$ cat config.mk
export PLATFORM = sky130hd
export DESIGN_NAME = rpn_stack_evaluator
export DESIGN_NICKNAME = d
export VERILOG_FILES = /design/src/hdl/rse_pkg.sv /design/src/hdl/rse_stack_mem.sv /design/src/hdl/rse_arith.sv /design/src/hdl/rpn_stack_evaluator.sv
export SDC_FILE = /design/constraint.sdc
export NUM_CORES = 2
export LEC_CHECK = 0
export ABC_AREA = 1
export BUFFER_PORTS_ARGS = -buffer_cell sky130_fd_sc_hd__buf_2
export CAP_MARGIN = 20
export CELL_PAD_IN_SITES_DETAIL_PLACEMENT = 1
export CELL_PAD_IN_SITES_GLOBAL_PLACEMENT = 1
export CORE_ASPECT_RATIO = 0.9
export CORE_MARGIN = 2
export CORE_UTILIZATION = 48
export CTS_BUF_LIST = sky130_fd_sc_hd__clkbuf_4 sky130_fd_sc_hd__clkbuf_8
export CTS_CLUSTER_DIAMETER = 80
export DETAILED_ROUTE_END_ITERATION = 8
export GPL_TIMING_DRIVEN = 0
export PLACE_DENSITY_LB_ADDON = 0.1
export SYNTH_ARGS = -nofsm -noshare
export SYNTH_HDL_FRONTEND = slang
export SYNTH_SLANG_ARGS = --single-unit
$ cat constraint.sdc
create_clock -name clk -period 11.3 [get_ports clk]
set_input_delay 2.26 -clock clk [delete_from_list [all_inputs] [get_ports clk]]
set_output_delay 2.26 -clock clk [all_outputs]
set_load 0.1 [all_outputs]
$ cat src/hdl/rse_pkg.sv
// shared types and constants for the rpn stack evaluator
package rse_pkg;

    // command codes
    localparam logic [1:0] CMD_PUSH   = 2'd0;
    localparam logic [1:0] CMD_OP     = 2'd1;
    localparam logic [1:0] CMD_FINISH = 2'd2;

    // operator characters
    localparam logic [7:0] OP_ADD = 8'h2B;
    localparam logic [7:0] OP_SUB = 8'h2D;
    localparam logic [7:0] OP_MUL = 8'h2A;
    localparam logic [7:0] OP_DIV = 8'h2F;

    // status codes
    localparam logic [2:0] STATUS_OK    = 3'd0;
    localparam logic [2:0] STATUS_DIV0  = 3'd1;
    localparam logic [2:0] STATUS_BADOP = 3'd2;
    localparam logic [2:0] STATUS_UNDER = 3'd3;
    localparam logic [2:0] STATUS_OVER  = 3'd4;
    localparam logic [2:0] STATUS_SAT   = 3'd5;

    localparam logic [31:0] SAT_MAX = 32'h7FFF_FFFF;
    localparam logic [31:0] SAT_MIN = 32'h8000_0000;

    localparam int ITER_W = 5;

    typedef struct packed {
        logic [1:0]         cmd;
        logic signed [31:0] token_value;
        logic [7:0]         op_char;
    } rse_in_t;

    typedef struct packed {
        logic signed [31:0] top_value;
        logic [4:0]         stack_depth;
        logic [2:0]         status;
    } rse_out_t;

    typedef enum logic [1:0] {
        ALU_ADD,
        ALU_SUB,
        ALU_MUL,
        ALU_DIV
    } alu_op_t;

    typedef struct packed {
        logic        start;
        alu_op_t     op;
        logic [31:0] a;
        logic [31:0] b;
    } rse_arith_req_t;

    typedef struct packed {
        logic        done;
        logic [31:0] result;
        logic        sat;
    } rse_arith_resp_t;

    typedef enum logic [1:0] {
        ST_IDLE,
        ST_EXEC,
        ST_ARITH,
        ST_DONE
    } state_t;

    typedef enum logic [2:0] {
        AS_IDLE,
        AS_SETUP,
        AS_CHECK,
        AS_ITER,
        AS_FINAL
    } arith_state_t;

endpackage

$ cat src/hdl/rse_stack_mem.sv
// operand stack storage: one write port, one registered read port
module rse_stack_mem #(
    parameter int DEPTH = 16,
    parameter int AW    = 4
) (
    input  logic          clk,
    input  logic          wr_en,
    input  logic [AW-1:0] wr_addr,
    input  logic [31:0]   wr_data,
    input  logic [AW-1:0] rd_addr,
    output logic [31:0]   rd_data
);

    logic [31:0] mem [DEPTH];

    always_ff @(posedge clk)
    begin
        if (wr_en)
        begin
            mem[wr_addr] <= wr_data;
        end
    end

    always_ff @(posedge clk)
    begin
        rd_data <= mem[rd_addr];
    end

endmodule

$ cat src/hdl/rse_arith.sv
// shared fixed-point arithmetic unit: add/sub, shift-add multiply, shift-subtract divide
module rse_arith #(
    parameter int FRAC_BITS = 16
) (
    input  logic                     clk,
    input  logic                     rst_n,
    input  rse_pkg::rse_arith_req_t  req,
    output rse_pkg::rse_arith_resp_t resp
);

    rse_pkg::arith_state_t as_state_reg, as_state_next;
    rse_pkg::alu_op_t      op_reg, op_next;
    logic [31:0]           a_reg, a_next;
    logic [31:0]           b_reg, b_next;
    logic                  neg_reg, neg_next;
    logic [31:0]           hi_reg, hi_next;
    logic [31:0]           lo_reg, lo_next;
    logic [31:0]           opd_reg, opd_next;
    logic [rse_pkg::ITER_W-1:0] cnt_reg, cnt_next;
    logic [31:0]           res_reg, res_next;
    logic                  sat_reg, sat_next;
    logic                  done_reg, done_next;

    // the adder shared by every operation
    logic [32:0] add_x;
    logic [32:0] add_y;
    logic        add_sub;
    logic [33:0] add_sum;

    logic [31:0] mag_a;
    logic [31:0] mag_b;
    logic [63:0] dvd;
    logic [63:0] m_full;
    logic        m_over;

    always_comb
    begin
        add_x   = '0;
        add_y   = '0;
        add_sub = 1'b0;
        unique case (as_state_reg)
            rse_pkg::AS_SETUP:
            begin
                add_x   = {a_reg[31], a_reg};
                add_y   = {b_reg[31], b_reg};
                add_sub = (op_reg == rse_pkg::ALU_SUB);
            end
            rse_pkg::AS_CHECK:
            begin
                add_x   = {1'b0, hi_reg};
                add_y   = {1'b0, opd_reg};
                add_sub = 1'b1;
            end
            rse_pkg::AS_ITER:
            begin
                if (op_reg == rse_pkg::ALU_MUL)
                begin
                    add_x = {1'b0, hi_reg};
                    add_y = lo_reg[0] ? {1'b0, opd_reg} : 33'd0;
                end
                else
                begin
                    add_x   = {hi_reg, lo_reg[31]};
                    add_y   = {1'b0, opd_reg};
                    add_sub = 1'b1;
                end
            end
            default:
            begin
                add_x   = '0;
                add_y   = '0;
                add_sub = 1'b0;
            end
        endcase
    end

    assign add_sum = {1'b0, add_x} + {1'b0, add_sub ? ~add_y : add_y} + {33'd0, add_sub};

    assign mag_a = a_reg[31] ? (32'd0 - a_reg) : a_reg;
    assign mag_b = b_reg[31] ? (32'd0 - b_reg) : b_reg;
    assign dvd   = {32'd0, mag_a} << FRAC_BITS;

    always_comb
    begin
        as_state_next = as_state_reg;
        op_next       = op_reg;
        a_next        = a_reg;
        b_next        = b_reg;
        neg_next      = neg_reg;
        hi_next       = hi_reg;
        lo_next       = lo_reg;
        opd_next      = opd_reg;
        cnt_next      = cnt_reg;
        res_next      = res_reg;
        sat_next      = sat_reg;
        done_next     = 1'b0;
        m_full        = (op_reg == rse_pkg::ALU_MUL) ? ({hi_reg, lo_reg} >> FRAC_BITS)
                                                      : {32'd0, lo_reg};
        m_over        = 1'b0;

        unique case (as_state_reg)
            rse_pkg::AS_IDLE:
            begin
                if (req.start)
                begin
                    op_next       = req.op;
                    a_next        = req.a;
                    b_next        = req.b;
                    as_state_next = rse_pkg::AS_SETUP;
                end
            end
            rse_pkg::AS_SETUP:
            begin
                neg_next = a_reg[31] ^ b_reg[31];
                cnt_next = '0;
                unique case (op_reg)
                    rse_pkg::ALU_ADD, rse_pkg::ALU_SUB:
                    begin
                        // 33-bit signed result, out of range when the top two bits differ
                        sat_next      = add_sum[32] ^ add_sum[31];
                        res_next      = (add_sum[32] ^ add_sum[31])
                                        ? (add_sum[32] ? rse_pkg::SAT_MIN : rse_pkg::SAT_MAX)
                                        : add_sum[31:0];
                        done_next     = 1'b1;
                        as_state_next = rse_pkg::AS_IDLE;
                    end
                    rse_pkg::ALU_MUL:
                    begin
                        hi_next       = '0;
                        lo_next       = mag_b;
                        opd_next      = mag_a;
                        as_state_next = rse_pkg::AS_ITER;
                    end
                    rse_pkg::ALU_DIV:
                    begin
                        hi_next       = dvd[63:32];
                        lo_next       = dvd[31:0];
                        opd_next      = mag_b;
                        as_state_next = rse_pkg::AS_CHECK;
                    end
                    default:
                    begin
                        as_state_next = rse_pkg::AS_IDLE;
                    end
                endcase
            end
            rse_pkg::AS_CHECK:
            begin
                // quotient of 2^32 or more clamps either way
                if (add_sum[33])
                begin
                    sat_next      = 1'b1;
                    res_next      = neg_reg ? rse_pkg::SAT_MIN : rse_pkg::SAT_MAX;
                    done_next     = 1'b1;
                    as_state_next = rse_pkg::AS_IDLE;
                end
                else
                begin
                    as_state_next = rse_pkg::AS_ITER;
                end
            end
            rse_pkg::AS_ITER:
            begin
                if (op_reg == rse_pkg::ALU_MUL)
                begin
                    hi_next = add_sum[32:1];
                    lo_next = {add_sum[0], lo_reg[31:1]};
                end
                else
                begin
                    hi_next = add_sum[33] ? add_sum[31:0] : add_x[31:0];
                    lo_next = {lo_reg[30:0], add_sum[33]};
                end
                cnt_next = cnt_reg + 1'b1;
                if (cnt_reg == '1)
                begin
                    as_state_next = rse_pkg::AS_FINAL;
                end
            end
            rse_pkg::AS_FINAL:
            begin
                if (neg_reg)
                begin
                    m_over   = (m_full[63:32] != 32'd0) || (m_full[31] && (m_full[30:0] != 31'd0));
                    res_next = m_over ? rse_pkg::SAT_MIN : (32'd0 - m_full[31:0]);
                end
                else
                begin
                    m_over   = (m_full[63:31] != 33'd0);
                    res_next = m_over ? rse_pkg::SAT_MAX : m_full[31:0];
                end
                sat_next      = m_over;
                done_next     = 1'b1;
                as_state_next = rse_pkg::AS_IDLE;
            end
            default:
            begin
                as_state_next = rse_pkg::AS_IDLE;
            end
        endcase
    end

    always_ff @(posedge clk or negedge rst_n)
    begin
        if (!rst_n)
        begin
            as_state_reg <= rse_pkg::AS_IDLE;
            done_reg     <= 1'b0;
        end
        else
        begin
            as_state_reg <= as_state_next;
            done_reg     <= done_next;
        end
    end

    always_ff @(posedge clk)
    begin
        op_reg  <= op_next;
        a_reg   <= a_next;
        b_reg   <= b_next;
        neg_reg <= neg_next;
        hi_reg  <= hi_next;
        lo_reg  <= lo_next;
        opd_reg <= opd_next;
        cnt_reg <= cnt_next;
        res_reg <= res_next;
        sat_reg <= sat_next;
    end

    assign resp.done   = done_reg;
    assign resp.result = res_reg;
    assign resp.sat    = sat_reg;

endmodule

$ cat src/hdl/rpn_stack_evaluator.sv
// top level of the rpn stack evaluator: sequencer, stack pointer and output register
//
// usage: tokens come in on the item channel (valid/ready), one result per token
// leaves on the result channel (valid/ready). a push stacks token_value, an
// operator pops right then left and pushes the result, finish pops the answer
// and empties the stack. values are signed fixed point with FRAC_BITS fraction bits.
// timing: one token at a time; item_ready is high only while the sequencer is idle.
// push, finish, the unused command, divide by zero and a bad operator go from EXEC
// straight to DONE; +, -, * and / wait in ARITH for the shared arithmetic unit,
// whose * and / run a 32-step shift-add / shift-subtract loop (a / whose quotient
// clamps at once skips the loop).
// item_ready rises in the cycle after a result moves to the output register.
// a stalled receiver holds one finished result in the output register; the block
// takes and works the next token, then waits until the output register frees up.
// reset empties the stack and clears both channels; stack storage is not cleared.
module rpn_stack_evaluator #(
    parameter int STACK_DEPTH = 16,
    parameter int FRAC_BITS   = 16
) (
    input  logic             clk,
    input  logic             rst_n,
    input  logic             item_valid,
    output logic             item_ready,
    input  rse_pkg::rse_in_t item,
    output logic             result_valid,
    input  logic             result_ready,
    output rse_pkg::rse_out_t result
);

    localparam int SP_W = $clog2(STACK_DEPTH + 1);
    localparam int AW   = $clog2(STACK_DEPTH);
    localparam logic [31:0] NEG_ONE = 32'd0 - (32'd1 << FRAC_BITS);
    localparam logic [31:0] NEG_TWO = 32'd0 - (32'd2 << FRAC_BITS);

    rse_pkg::state_t   state_reg, state_next;
    rse_pkg::rse_in_t  in_reg;
    logic [SP_W-1:0]   sp_reg, sp_next;
    logic [31:0]       top_reg, top_next;
    rse_pkg::rse_out_t pend_reg, pend_next;
    rse_pkg::rse_out_t out_reg;
    logic              out_valid_reg;

    rse_pkg::rse_arith_req_t  arith_req;
    rse_pkg::rse_arith_resp_t arith_resp;

    logic          wr_en;
    logic [AW-1:0] wr_addr;
    logic [31:0]   wr_data;
    logic [AW-1:0] lower_addr;
    logic [31:0]   rd_data;

    logic            sp_ge1;
    logic            sp_ge2;
    logic            sp_full;
    logic [31:0]     right_opd;
    logic [31:0]     left_opd;
    logic [SP_W-1:0] sp_after_op;
    logic            op_ok;
    rse_pkg::alu_op_t alu_op;

    logic        do_commit;
    logic [31:0] commit_val;
    logic [2:0]  commit_st;
    logic        pend_load;
    logic [31:0] pend_val;
    logic [2:0]  pend_st;
    logic [31:0] sp_next_w;
    logic        out_free;

    assign sp_ge1      = (sp_reg != '0);
    assign sp_ge2      = (sp_reg >= SP_W'(2));
    assign sp_full     = (sp_reg >= SP_W'(STACK_DEPTH));
    assign lower_addr  = sp_ge2 ? AW'(sp_reg - SP_W'(2)) : '0;
    assign right_opd   = sp_ge1 ? top_reg : 32'd0;
    assign left_opd    = sp_ge2 ? rd_data : 32'd0;
    assign sp_after_op = sp_ge2 ? (sp_reg - 1'b1) : SP_W'(1);
    assign sp_next_w   = 32'(sp_next);
    assign out_free    = !out_valid_reg || result_ready;

    always_comb
    begin
        op_ok  = 1'b1;
        alu_op = rse_pkg::ALU_ADD;
        unique case (in_reg.op_char)
            rse_pkg::OP_ADD: alu_op = rse_pkg::ALU_ADD;
            rse_pkg::OP_SUB: alu_op = rse_pkg::ALU_SUB;
            rse_pkg::OP_MUL: alu_op = rse_pkg::ALU_MUL;
            rse_pkg::OP_DIV: alu_op = rse_pkg::ALU_DIV;
            default:         op_ok  = 1'b0;
        endcase
    end

    always_comb
    begin
        state_next  = state_reg;
        sp_next     = sp_reg;
        top_next    = top_reg;
        pend_next   = pend_reg;
        wr_en       = 1'b0;
        wr_addr     = lower_addr;
        wr_data     = in_reg.token_value;
        arith_req.start = 1'b0;
        arith_req.op    = alu_op;
        arith_req.a     = left_opd;
        arith_req.b     = right_opd;
        do_commit   = 1'b0;
        commit_val  = arith_resp.result;
        commit_st   = rse_pkg::STATUS_OK;
        pend_load   = 1'b0;
        pend_val    = top_reg;
        pend_st     = rse_pkg::STATUS_OK;

        unique case (state_reg)
            rse_pkg::ST_IDLE:
            begin
                if (item_valid)
                begin
                    state_next = rse_pkg::ST_EXEC;
                end
            end
            rse_pkg::ST_EXEC:
            begin
                state_next = rse_pkg::ST_DONE;
                unique case (in_reg.cmd)
                    rse_pkg::CMD_PUSH:
                    begin
                        pend_load = 1'b1;
                        if (!sp_full)
                        begin
                            wr_en    = 1'b1;
                            wr_addr  = sp_reg[AW-1:0];
                            sp_next  = sp_reg + 1'b1;
                            top_next = in_reg.token_value;
                            pend_val = in_reg.token_value;
                        end
                        else
                        begin
                            pend_st = rse_pkg::STATUS_OVER;
                        end
                    end
                    rse_pkg::CMD_OP:
                    begin
                        if (!op_ok)
                        begin
                            do_commit  = 1'b1;
                            commit_val = NEG_TWO;
                            commit_st  = rse_pkg::STATUS_BADOP;
                        end
                        else if ((alu_op == rse_pkg::ALU_DIV) && (right_opd == 32'd0))
                        begin
                            do_commit  = 1'b1;
                            commit_val = NEG_ONE;
                            commit_st  = rse_pkg::STATUS_DIV0;
                        end
                        else
                        begin
                            arith_req.start = 1'b1;
                            state_next      = rse_pkg::ST_ARITH;
                        end
                    end
                    rse_pkg::CMD_FINISH:
                    begin
                        pend_load = 1'b1;
                        pend_val  = right_opd;
                        pend_st   = sp_ge1 ? rse_pkg::STATUS_OK : rse_pkg::STATUS_UNDER;
                        sp_next   = '0;
                    end
                    default:
                    begin
                        pend_load = 1'b1;
                        pend_val  = right_opd;
                    end
                endcase
            end
            rse_pkg::ST_ARITH:
            begin
                if (arith_resp.done)
                begin
                    do_commit  = 1'b1;
                    commit_val = arith_resp.result;
                    commit_st  = arith_resp.sat ? rse_pkg::STATUS_SAT : rse_pkg::STATUS_OK;
                    state_next = rse_pkg::ST_DONE;
                end
            end
            rse_pkg::ST_DONE:
            begin
                if (out_free)
                begin
                    state_next = rse_pkg::ST_IDLE;
                end
            end
            default:
            begin
                state_next = rse_pkg::ST_IDLE;
            end
        endcase

        // operator result replaces the popped operands; a missing operand wins the status
        if (do_commit)
        begin
            wr_en     = 1'b1;
            wr_addr   = lower_addr;
            wr_data   = commit_val;
            sp_next   = sp_after_op;
            top_next  = commit_val;
            pend_load = 1'b1;
            pend_val  = commit_val;
            pend_st   = sp_ge2 ? commit_st : rse_pkg::STATUS_UNDER;
        end

        if (pend_load)
        begin
            pend_next.top_value   = pend_val;
            pend_next.stack_depth = sp_next_w[4:0];
            pend_next.status      = pend_st;
        end
    end

    always_ff @(posedge clk or negedge rst_n)
    begin
        if (!rst_n)
        begin
            state_reg     <= rse_pkg::ST_IDLE;
            sp_reg        <= '0;
            out_valid_reg <= 1'b0;
        end
        else
        begin
            state_reg <= state_next;
            sp_reg    <= sp_next;
            if ((state_reg == rse_pkg::ST_DONE) && out_free)
            begin
                out_valid_reg <= 1'b1;
            end
            else if (result_ready)
            begin
                out_valid_reg <= 1'b0;
            end
        end
    end

    always_ff @(posedge clk)
    begin
        top_reg  <= top_next;
        pend_reg <= pend_next;
        if (item_valid && item_ready)
        begin
            in_reg <= item;
        end
        if ((state_reg == rse_pkg::ST_DONE) && out_free)
        begin
            out_reg <= pend_reg;
        end
    end

    rse_stack_mem #(
        .DEPTH (STACK_DEPTH),
        .AW    (AW)
    ) u_stack_mem (
        .clk     (clk),
        .wr_en   (wr_en),
        .wr_addr (wr_addr),
        .wr_data (wr_data),
        .rd_addr (lower_addr),
        .rd_data (rd_data)
    );

    rse_arith #(
        .FRAC_BITS (FRAC_BITS)
    ) u_arith (
        .clk   (clk),
        .rst_n (rst_n),
        .req   (arith_req),
        .resp  (arith_resp)
    );

    assign item_ready   = (state_reg == rse_pkg::ST_IDLE);
    assign result_valid = out_valid_reg;
    assign result       = out_reg;

endmodule
=== Word level (Yosys, flattened, before mapping) ===
Memories as Yosys holds them, arrays and structs flattened. A register that Yosys moved wholly into a read port is not among the register bits.
Cells that the tools add are included.

* Bits in latches: 0
* Memories kept: 1
* Input port bits: 46
* ROM bits: 0
* Logic and storage cells: 202
* RAM bits: 512
* Register bits after elaboration: 367

* Equality and inequality tests: 26
* $mul: 0
* Add/subtract/negate cells: 9
* Divide/modulo/power cells: 0
* Shift-type cells: 0
* Bitwise gates (word level): 3
* Magnitude comparators: 2
* Reductions and logical operators: 31
* Multiplexer cells: 105

{| class="wikitable"
|+ Memories
! name !! words !! width !! rd ports !! clocked after memory_dff !! write ports !! RTL line !! text
|-
| u_stack_mem.mem || 16 || 32 || 1 || 1 || 1 || rse_stack_mem.sv:14 || <nowiki>logic [31:0] mem [DEPTH];</nowiki>
|}

{| class="wikitable"
|+ Operators with widths
! cell !! count
|-
| $mux W32 || 26
|-
| $pmux W32 S2 || 6
|-
| $pmux W33 S3 || 2
|-
| $mux W33 || 3
|-
| $pmux W32 S3 || 1
|-
| $sub A1 B32 Y32 const A || 3
|-
| $mux W48 || 1
|-
| $add A33 B33 Y34 || 1
|-
| $add A34 B1 Y34 || 1
|-
| $not A33 Y33 || 1
|-
| $reduce_bool A33 Y1 || 1
|-
| $eq A8 B6 Y1 const B || 4
|-
| $logic_not A32 Y1 || 1
|-
| $reduce_bool A32 Y1 || 1
|-
| $reduce_bool A31 Y1 || 1
|-
| $mux W1 || 30
|-
| $mux W3 || 8
|-
| $mux W4 || 5
|-
| $mux W5 || 4
|-
| $pmux W5 S2 || 2
|-
| $mux W2 || 7
|-
| $eq A2 B2 Y1 const B || 6
|-
| $pmux W3 S2 || 2
|-
| $pmux W3 S4 || 1
|-
| 31 further kinds || 58
|}

=== Depth between registers and ports, before layout ===
* Word-level depth: 11
* Depth in mapped cells: 27

=== Modules after synthesis ===
A second synthesis with hierarchy kept.

* Cells, all modules: 5,102
* Area total of the unflattened synthesis: 46,614.7 µm²

{| class="wikitable"
|+ Modules (own cells, without submodules)
! module !! times used !! sequential area each (µm²) !! area each (µm²) !! cells each
|-
| rse_stack_mem || 1 || 16,015.4 || 22,738.1 || 2,121
|-
| rse_arith || 1 || 6,135.9 || 15,323.4 || 1,995
|-
| rpn_stack_evaluator || 1 || 4,824.6 || 8,553.2 || 986
|}

=== Worst setup path before layout ===
OpenSTA, ideal clock, no wires.

* Kind: register -> register
* Start: register sp_reg[0]
* End: register u_arith.a_reg[0] (enable)
* Path buffers: 3
* Data arrival time: 4.773 ns
* Library setup time: 0.490 ns
* Cell stages (with the launch flop): 15
* Period minus slack after synthesis: 5.263 ns
* Slack: 6.037 ns
* Path through: dfrtp_1 inv_1 clkbuf_1 buf_2 ha_1 nand2_4 nor2_8 buf_6 nor2_1 nor3_2 nand3_1 nor2_2 nor3_1 nand2_1 nor2_1

{| class="wikitable"
|+ RTL lines
! item !! RTL line !! text
|-
| from (decl) || rpn_stack_evaluator.sv:37 || <nowiki>logic [SP_W-1:0] sp_reg, sp_next;</nowiki>
|-
| from (signal assigned) || rpn_stack_evaluator.sv:230 || <nowiki>sp_reg <= sp_next;</nowiki>
|-
| to (signal assigned) || rse_arith.sv:220 || <nowiki>a_reg <= a_next;</nowiki>
|-
| to (decl) || rse_arith.sv:13 || <nowiki>logic [31:0] a_reg, a_next;</nowiki>
|}

=== Worst setup path in the final report ===
* Start: register u_arith.op_reg[1]
* End: register u_arith.res_reg[5] (enable)

* Word-level cells in the longest chain between the ends: 9
* Elaborated cells on any way between the ends: 17
* Classes of those cells: add/sub (2); eq/ne (4); mux (7); bitwise (1); reduce/logical (3)

{| class="wikitable"
|+ RTL lines
! item !! RTL line !! text
|-
| from (decl) || rse_arith.sv:12 || <nowiki>rse_pkg::alu_op_t op_reg, op_next;</nowiki>
|-
| from (signal assigned) || rse_arith.sv:219 || <nowiki>op_reg <= op_next;</nowiki>
|-
| $eq A2 B2 Y1 || rse_arith.sv:56 || <nowiki>if (op_reg == rse_pkg::ALU_MUL)</nowiki>
|-
| $mux W33 || rse_arith.sv:56 ||
|-
| $pmux W33 S3 || rse_arith.sv:41 || <nowiki>unique case (as_state_reg)</nowiki>
|-
| $not A33 Y33 || rse_arith.sv:77 || <nowiki>assign add_sum = {1'b0, add_x} + {1'b0, add_sub ? ~add_y : add_y} + {33'd0, add_sub};</nowiki>
|-
| $mux W33 || rse_arith.sv:77 ||
|-
| $add A33 B33 Y34 || rse_arith.sv:77 ||
|-
| $add A34 B1 Y34 || rse_arith.sv:77 ||
|-
| $ne A2 B1 Y1 (no source line) || n/a ||
|-
| $reduce_and A3 Y1 (no source line) (*) || n/a ||
|-
| to (signal assigned) || rse_arith.sv:227 || <nowiki>res_reg <= res_next;</nowiki>
|-
| to (decl) || rse_arith.sv:20 || <nowiki>logic [31:0] res_reg, res_next;</nowiki>
|}

Mark *: on every way between the ends. The rest lies on a longest branch, timed or not.
A chain may end at the register's enable or synchronous reset.

==> out/qor.csv <==
metric,value,unit
status,completed,
ctsHoldBuffers,0,
num-fill-cells,9863,
clk_pin_slew,0.06,ns
rsz0062_at_grt,no,
synth_most_common_cell,edfxtp_1,
period_share,0.623,
whs,0.406,ns
cts_tree,yes,
drive_gt1_frac,0.105,
final.setup.tns,0,ns
r2r_slack,4.25,ns
grt-ovfl-total,0,
final_cells,5852,
syn_avg_cell_area,10.1,um^2
required,11.89,ns
clockRootBuffer,clkbuf_8,
gp_congestion,1.00,
seq_area_frac_synth,0.620,
crit_chain,inv_2 -> nor2_4 -> buf_2 -> nand2_1 -> nand2_1 -> buf_2 -> buf_1 -> nand2_1 -> o211ai_1 -> ha_1 -> a21oi_1 -> o21ai_0 -> a21oi_1 -> nor2_1 -> nor2_1 -> nand3_1 -> inv_1 -> clkbuf_1 -> a21oi_1 -> o21a_1 -> buf_16,
grt_antenna_before_repair,7,
reg2reg_depth,21,
largest_register_ff_count,512,
hp-class,flip-flop to flip-flop,
yosysTopAreaCellShare,0.598,
ys_ff_latch,911,
crit_path_max_fanout,23,
cts_resized,0,
dieArea,0.0931,mm^2
io_pins,88,
holdPathStages,0,
drt-vias-per-instance,6.11,
finalNetCount,4659,
yosys.area.top_type,edfxtp_1,
path_class,flip-flop to flip-flop,
reg2reg_to,u_arith.res_reg[5]$_DFFE_PP_,
max_slew_margin,0.241,
cts_buffers,151,
synthFlopType,edfxtp_1,
dp_hpwl,133000,um
fin_skew,0.0491,ns
cts_setup_buffers,0,
postSynthCellCount,4286,
io_buffers,87,
cp-start-kind,flip-flop,
setup_viol,0,
max_freq,142,MHz
area_growth,13.7,%
hold_end,result[26]$_DFFE_PP_,
grt_pass1_wl,248000,um
cap_violations,0,
multiInputGateArea,0.0143,mm^2
clock_latency,0.86,ns
ys_types,59,
cts_buffer_depth,3,
grt_max_degree,43,
async_reset_ff_frac,0.0132,
cts_max_level,4,
grt_use_total,0.373,
drcViolationCount,0,
rows,104,
drt-total-wl,175000,um
synth-edff-count,867,
hp-start,pend_reg[26]$_DFFE_PP_,
core,0.0897,mm^2
seq_area,0.0270,mm^2
cp-end-kind,flip-flop,
drt-pass1-iter-count,6,
synth_common_cells,"867 x edfxtp_1, 713 x nand2_1, 568 x o21ai_0",
worstMarginPinSlew,1.13,ns
r2r-start,u_arith.op_reg[1]$_DFFE_PP_,
synth_area,0.0435,mm^2
setup_slack,4.25,ns
die_x,321,um
syn_nets,4381,
drt_iter0_drc,4112,
grt_pass1_vias,36326,
ys_warn_count,0,
slew_violations,0,
wl_per_cell,29.8,um
min_period,7.05,ns
die_y,290,um
crit_arrival,7.63,ns
start_util,0.485,
via_count,35775,
dp.cells,5576,
critPathMaxStageDelay,0.55,ns
crit_slowest_cell,edfxtp_1,
cts.sinks,911,
synthTopCellsByArea,"edfxtp_1 60%, o21ai_0 6.5%, nand2_1 6.2%",
hold_viol_final,0,
antenna_left,0,
place_ws,4.52,ns
[per-stage QoR]
| stage | utilization | area, um^2 |
|---|---|---|
| finish | 0.551 | 49400 |
| detailed placement | 0.517 | 46400 |
| global placement | 0.506 | 45400 |
| CTS | 0.551 | 49400 |
| floorplan | - | 43500 |
| global route | 0.551 | 49400 |
[worst max-delay path by stage]
stage	to	depth (start not counted)	slack, ns	startpoint
floorplan	u_arith.a_reg[0]$_SDFFCE_PP0P_	14	6.04	sp_reg[0]$_DFF_PN0_
global placement	u_stack_mem.mem[0][11]$_DFFE_PP_	22	2.91	sp_reg[0]$_DFF_PN0_
detailed placement	u_arith.res_reg[6]$_DFFE_PP_	21	4.52	u_arith.op_reg[1]$_DFFE_PP_
CTS	u_arith.res_reg[5]$_DFFE_PP_	23	4.49	u_arith.op_reg[1]$_DFFE_PP_
global route	u_arith.res_reg[14]$_DFFE_PP_	23	3.94	u_arith.op_reg[1]$_DFFE_PP_
finish	u_arith.res_reg[5]$_DFFE_PP_	21	4.25	u_arith.op_reg[1]$_DFFE_PP_
[critical path: cells and delay by family (launching register included)]
| family | cells | cell delay (ns) |
|---|---|---|
| flip-flops | 1 | 0.55 |
| AO/OA/AOI/OAI | 6 | 1.90 |
| adder cells (fa/ha/maj) | 1 | 0.35 |
| buffers and inverters | 7 | 2.31 |
| AND/OR/NAND/NOR | 7 | 1.65 |
[layout make-up]
cell class	instances	area share
sequential	911	0.546
multi-input combinational	2766	0.290
clock buffer	215	0.0536
inverter	391	0.0299
tap	1166	0.0295
timing repair buffer	125	0.0250
buffer	218	0.0185
clock inverter	59	0.00800
antenna	1	0.0000506
[cells in the final DEF, fill, tap and decap left out, types with 18 or more instances in the layout]
| cell | Yosys | layout |
|---|---|---|
| inv_1 | 372 | 370 |
| xnor2_1 | 23 | 23 |
| clkinv_1 | 5 | 37 |
| buf_2 | 19 | 106 |
| nor2_4 | 3 | 21 |
| o211ai_1 | 59 | 59 |
| xor2_1 | 113 | 113 |
| clkbuf_4 | 0 | 49 |
| nand2_1 | 713 | 712 |
| o21ai_1 | 43 | 41 |
| o21ai_0 | 568 | 559 |
| clkbuf_1 | 172 | 172 |
| a21oi_1 | 114 | 112 |
| ha_1 | 48 | 48 |
| nor2_1 | 565 | 547 |
| nor3_1 | 36 | 36 |
| nand4_1 | 18 | 18 |
| clkbuf_8 | 0 | 166 |
| o22ai_1 | 114 | 114 |
| o221ai_1 | 50 | 50 |
| a22oi_1 | 33 | 33 |
| edfxtp_1 | 867 | 867 |
| dfxtp_1 | 32 | 32 |
| nand3_1 | 133 | 133 |
[layer usage]
layer | up-vias | wire, um | track usage
met5 | - | 33 | 0
met4 | 4 | 11400 | 0.226
met3 | 463 | 14400 | 0.0659
met2 | 1897 | 81000 | 0.600
met1 | 17818 | 67700 | 0.475
li1 | 15593 | - | -
[cells by family (layout without fill, tap and decap cells)]
kind of cell,Yosys count,after routing,share of synthesized area
simple gates,1531,1531,0.145
compound gates,1048,1048,0.138
flops,911,911,0.620
buf+inv,609,1008,0.0549
xor+xnor,136,136,0.0274
fa+ha+maj,49,49,0.0143
mux,2,2,0.000460
other cells,0,1,0
Power is left out: the tool's default activity adds up to more than one toggle a clock period on the data nets, which glitch-free logic cannot reach.
